`config.mk`:
```
export PLATFORM = sky130hd
export DESIGN_NAME = tfnb_front
export DESIGN_NICKNAME = d
export VERILOG_FILES = /design/src/rtl/tfnb_pkg.sv /design/src/rtl/tfnb_front.sv
export SDC_FILE = /design/constraint.sdc
export NUM_CORES = 2
export LEC_CHECK = 0
export ABC_AREA = 1
export ABC_CLOCK_PERIOD_IN_PS = 54400
export BUFFER_PORTS_ARGS = -buffer_cell sky130_fd_sc_hd__buf_2
export CORE_ASPECT_RATIO = 0.6
export CORE_MARGIN = 5
export CORE_UTILIZATION = 60
export DETAILED_ROUTE_END_ITERATION = 10
export PLACE_DENSITY = 0.83
export SLEW_MARGIN = 10
export SYNTH_ARGS = -nofsm -noshare
export SYNTH_HDL_FRONTEND = slang
export SYNTH_SLANG_ARGS = --single-unit
```
`constraint.sdc`:
```
create_clock -name clk -period 54.4 [get_ports clk]
set_input_delay 8.16 -clock clk [delete_from_list [all_inputs] [get_ports clk]]
set_output_delay 8.16 -clock clk [all_outputs]
set_load 0.05 [all_outputs]
```
`src/rtl/tfnb_pkg.sv`:
```
// Package: payload types, constants and helpers for the triangle normal block.
package tfnb_pkg;

    localparam int COORD_BITS_DEF       = 32;
    localparam int NORMAL_FRAC_BITS_DEF = 14;
    localparam logic [22:0] TRI_LIMIT   = 23'd5000000;
    localparam logic signed [31:0] CORNER_EMPTY_LOW  = 32'sh7FFF_FFFF;
    localparam logic signed [31:0] CORNER_EMPTY_HIGH = 32'sh8000_0000;
    localparam logic signed [15:0] NORMAL_MAX = 16'sd32767;

    typedef struct packed {
        logic signed [31:0] a_x;
        logic signed [31:0] a_y;
        logic signed [31:0] a_z;
        logic signed [31:0] b_x;
        logic signed [31:0] b_y;
        logic signed [31:0] b_z;
        logic signed [31:0] c_x;
        logic signed [31:0] c_y;
        logic signed [31:0] c_z;
        logic               flip;
    } tri_in_t;

    typedef struct packed {
        logic signed [15:0] normal_x;
        logic signed [15:0] normal_y;
        logic signed [15:0] normal_z;
        logic               degenerate;
        logic               swapped;
        logic [22:0]        triangle_total;
        logic signed [31:0] low_x;
        logic signed [31:0] low_y;
        logic signed [31:0] low_z;
        logic signed [31:0] high_x;
        logic signed [31:0] high_y;
        logic signed [31:0] high_z;
    } tri_out_t;

    // Front-to-back queue entry: edge vectors plus bookkeeping already done.
    typedef struct packed {
        logic signed [32:0] u_x;
        logic signed [32:0] u_y;
        logic signed [32:0] u_z;
        logic signed [32:0] v_x;
        logic signed [32:0] v_y;
        logic signed [32:0] v_z;
        logic               flip;
        logic [22:0]        total;
        logic signed [31:0] low_x;
        logic signed [31:0] low_y;
        logic signed [31:0] low_z;
        logic signed [31:0] high_x;
        logic signed [31:0] high_y;
        logic signed [31:0] high_z;
    } tri_job_t;

endpackage

```
`src/rtl/tfnb_front.sv`:
```
// Front end: vertex swap, edge vectors, running bounds and triangle count.
module tfnb_front
    import tfnb_pkg::*;
#(
    parameter int COORD_BITS = COORD_BITS_DEF
)
(
    input  logic     clk,
    input  logic     rst_n,
    input  logic     in_valid,
    output logic     in_ready,
    input  tri_in_t  in_data,
    output logic     job_valid,
    input  logic     job_ready,
    output tri_job_t job_data
);

    logic signed [31:0] min_reg [3];
    logic signed [31:0] max_reg [3];
    logic [22:0]        cnt_reg;
    logic               job_valid_reg;
    tri_job_t           job_reg;

    logic signed [31:0] a [3], b [3], c [3];
    logic signed [31:0] lo_next [3], hi_next [3];
    logic signed [32:0] u [3], v [3];
    logic [22:0]        cnt_next;

    function automatic logic signed [31:0] sx(input logic [31:0] x);
        logic [31:0] r;
        r = x;
        for (int k = COORD_BITS; k < 32; k++)
            r[k] = x[COORD_BITS-1];
        return $signed(r);
    endfunction

    assign in_ready = !job_valid_reg || job_ready;

    always_comb
    begin
        logic signed [31:0] lo, hi, bv, cv;
        a[0] = sx(in_data.a_x); a[1] = sx(in_data.a_y); a[2] = sx(in_data.a_z);
        b[0] = sx(in_data.b_x); b[1] = sx(in_data.b_y); b[2] = sx(in_data.b_z);
        c[0] = sx(in_data.c_x); c[1] = sx(in_data.c_y); c[2] = sx(in_data.c_z);
        for (int i = 0; i < 3; i++)
        begin
            bv = in_data.flip ? c[i] : b[i];
            cv = in_data.flip ? b[i] : c[i];
            u[i] = 33'(bv) - 33'(a[i]);
            v[i] = 33'(cv) - 33'(a[i]);
            lo = a[i];
            hi = a[i];
            if (b[i] < lo) lo = b[i];
            if (c[i] < lo) lo = c[i];
            if (b[i] > hi) hi = b[i];
            if (c[i] > hi) hi = c[i];
            lo_next[i] = (lo < min_reg[i]) ? lo : min_reg[i];
            hi_next[i] = (hi > max_reg[i]) ? hi : max_reg[i];
        end
        cnt_next = (cnt_reg < TRI_LIMIT) ? cnt_reg + 23'd1 : cnt_reg;
    end

    always_ff @(posedge clk or negedge rst_n)
    begin
        if (!rst_n)
        begin
            cnt_reg       <= '0;
            job_valid_reg <= 1'b0;
            for (int i = 0; i < 3; i++)
            begin
                min_reg[i] <= CORNER_EMPTY_LOW;
                max_reg[i] <= CORNER_EMPTY_HIGH;
            end
        end
        else
        begin
            if (in_valid && in_ready)
            begin
                job_valid_reg <= 1'b1;
                cnt_reg       <= cnt_next;
                for (int i = 0; i < 3; i++)
                begin
                    min_reg[i] <= lo_next[i];
                    max_reg[i] <= hi_next[i];
                end
                job_reg.u_x <= u[0]; job_reg.u_y <= u[1]; job_reg.u_z <= u[2];
                job_reg.v_x <= v[0]; job_reg.v_y <= v[1]; job_reg.v_z <= v[2];
                job_reg.flip  <= in_data.flip;
                job_reg.total <= cnt_next;
                job_reg.low_x  <= lo_next[0];
                job_reg.low_y  <= lo_next[1];
                job_reg.low_z  <= lo_next[2];
                job_reg.high_x <= hi_next[0];
                job_reg.high_y <= hi_next[1];
                job_reg.high_z <= hi_next[2];
            end
            else if (job_ready)
                job_valid_reg <= 1'b0;
        end
    end

    assign job_valid = job_valid_reg;
    assign job_data  = job_reg;

endmodule

```
==> run summary <==
Status -> complete, no violations
Die ar. -> 88800 um2
Setup repair after global routing missed its margin -> no
# IOs -> 709
Synth Register Bits -> 630
Clock buffer depth -> 3
CP Data Arrival Time -> 8.68 ns
Post-synth top area share -> 0.250
Crit path launch type -> input pin
Max Slew Vio Count -> 0
FP Rows -> 81
Core Footprint -> 81800 um2
Antenna violations before repair -> 47
Largest net degree at the start of global routing -> 172
Die X-Extent -> 381 um
Post-Route WL -> 169 mm
Post-CTS Hold Buffers -> 0
Worst-path fanout max -> 3
DRC Markers -> 0
Yosys top cell by area -> edfxtp_1
Detail Placement HPWL -> 133 mm
Worst r2r dst -> job_data[268]
Layout cells sized above 1 -> 0.152
Final Hold Viols -> 0
H-tree lvl count -> 2
Power Density -> 54.0 nW/um2
Area of the multi-input gates -> 28100 um2
Hold Slack -> 0.467 ns
R2R setup slack -> 50.40 ns
WL/cell -> 21.3 um
Hold path start -> min_reg[85]
Hold EP -> min_reg[85]
Peak supply drop -> 0.0560 mV
R2R cell count -> 5
Routed via count -> 47200
Overflow after GRT -> 0
Clock latency on the worst-skew pair -> 0.68 ns
Placer congestion estimate -> 1.02
First-pass GRT wire length -> 252 mm
Final setup vio count -> 0
CTS tree -> yes
Mean Syn Cell Area -> 8.02 um2
Path category of the worst min-delay check -> reg -> reg
CTS buffer count -> 60
Total GRT Usage -> 0.363
Cells taking the most area after synthesis -> edfxtp_1, ha_1, nand2_1
Setup TNS -> 0 ns
Total of fill cells in the finished design -> 6708
CP endpoint kind -> output pin
FFs w/ async S/R, synth -> 0.343
Drt via density -> 5.94
CP required -> 46.24 ns
Effective utilization at floorplan -> 0.607
Clock skew after layout -> 0.0445 ns
Ys flop type -> edfxtp_1
Final min period -> 16.84 ns
Die height -> 233 um
Leak -> 27.0 nW
Post-CTS resize count -> 0
Max Cap Violations -> 0
WS Path Type -> in -> out
Clk slew on worst S/H paths -> 0.06 ns
Hold path cells -> 2
Slew margin rel. -> 0.162
Number of synthesized flops with an enable pin -> 414
Area Overhead vs Synth -> 12.8%
Nets@finish -> 7737
Sequential share of the synthesized area -> 0.362
Root buffer cell -> clkbuf_16
Tightest Pin Transition -> 1.26 ns
Yosys Warn Count -> 0
Mapped Cells -> 6192
Crit share post-route -> 0.310
Netlist cell types -> 54
Pre-CTS WS -> 37.57 ns
Iter 0 DRT Violations -> 6085
Setup bufs post-CTS -> 0
FF-to-FF Start -> job_valid
Syn Nets -> 7158
Vias in the first global route -> 42800
Drt pass-1 iters -> 6
Sink Count -> 630
Max reg flops -> 414
Antenna Nets Post-Route -> 0
Setup slack after layout -> 37.56 ns
Register area -> 18000 um2
Peak Freq -> 0.0594 GHz
Mapped cell area -> 49700 um2
Number of port buffers -> 708
## metrics by stage
| stage | std cells | utilization | area [um2] | power (mW) |
|---|---|---|---|---|
| after floorplan | 6192 | - | 49700 | 2.10 |
| after global placement | 7788 | 0.658 | 53800 | 2.46 |
| after detailed placement | 7788 | 0.658 | 53800 | 2.53 |
| after CTS | 7902 | 0.684 | 55900 | 2.99 |
| after global routing | 7942 | 0.685 | 56000 | 3.23 |
| final | 7943 | 0.685 | 56000 | 3.02 |
## cell families after synthesis
group                    Yosys count  synth area share
XOR/XNOR                         208            0.0367
flip-flops                       630             0.362
buffers and inverters            928            0.0745
AO/OA/AOI/OAI                   1431             0.152
adder cells (fa/ha/maj)          673             0.170
multiplexers                       2          0.000403
AND/OR/NAND/NOR                 2320             0.204
## worst max-delay path: stages
cell	delay (ns)
buf_2	0.08
inv_1	0.03
nand2_1	0.12
buf_2	0.29
## layout by cell type (no fill, tap or decap), types with 6 or more instances in the layout
cell type / n
xor2_1: 143
nand3_1: 343
fa_1: 6
a21o_1: 6
and2_1: 102
o211ai_1: 6
a221oi_1: 8
ha_1: 667
buf_2: 706
clkbuf_8: 11
xnor2_1: 65
dfrtp_1: 120
nand2_4: 8
nand4_1: 57
inv_1: 711
buf_4: 24
dfstp_2: 96
nand2_1: 1343
o21ai_0: 690
o221ai_1: 9
nor2_1: 326
edfxtp_1: 414
diode_2: 41
nand2_2: 13
o21a_1: 9
o21bai_1: 19
clkbuf_1: 8
nor4_1: 16
clkbuf_16: 61
o31ai_1: 13
a31oi_1: 7
nand3_2: 65
a211oi_1: 41
nor3_1: 34
a21oi_1: 596
clkinv_2: 12
## per-layer routing
layer	vias up	GRT usage	part of all wire
met5	-	0	0.00034
met4	8	0.125	0.035
met3	338	0.0796	0.11
met2	2606	0.526	0.42
met1	21900	0.537	0.44
li1	22300	-	-
## where the power goes
group / switching [mW] / internal, mW / total, mW
Sequential: 0.0678 / 0.762 / 0.830
Combinational: 1.23 / 0.511 / 1.74
Clock: 0.205 / 0.247 / 0.452
Total: 1.50 / 1.52 / 3.02
## worst max path at each step
stage | start | endpoint | depth (start not counted)
6_report | job_ready | in_ready | 4
5_1_grt | in_data[216] | max_reg[11] | 42
4_1_cts | job_ready | in_ready | 4
3_5_place_dp | job_ready | in_ready | 4
3_3_place_gp | job_ready | in_ready | 4
2_1_floorplan | job_ready | job_data[0] | 5
## cell usage after synthesis (6+ instances only)
| cell type | instances |
|---|---|
| a221oi_1 | 8 |
| clkbuf_1 | 157 |
| o221ai_1 | 9 |
| buf_1 | 18 |
| buf_6 | 21 |
| a21o_1 | 6 |
| buf_4 | 6 |
| o211ai_1 | 6 |
| buf_2 | 12 |
| and2_1 | 102 |
| nor2_1 | 327 |
| dfrtp_1 | 120 |
| nand2_4 | 7 |
| nand2_1 | 1347 |
| nor4_1 | 16 |
| o21a_1 | 9 |
| a21oi_1 | 596 |
| a31oi_1 | 9 |
| o31ai_1 | 13 |
| edfxtp_1 | 414 |
| fa_1 | 6 |
| nand3_2 | 62 |
| xnor2_1 | 65 |
| ha_1 | 667 |
| a211oi_1 | 41 |
| inv_1 | 712 |
| nand2_2 | 10 |
| o21ai_0 | 690 |
| o21bai_1 | 19 |
| nor3_1 | 34 |
| nand3_1 | 346 |
| nand4_1 | 57 |
| xor2_1 | 143 |
| dfstp_2 | 96 |
## area by class of cell
class                      instances  area share
multi-input combinational       4634       0.501
sequential                       630       0.320
timing repair buffer             733      0.0672
inverter                         712      0.0478
clock buffer                      80      0.0305
tap                             1079      0.0241
clock inverter                    34     0.00674
antenna                           41     0.00183
No activity file was read; power rests on OpenSTA's default activity.
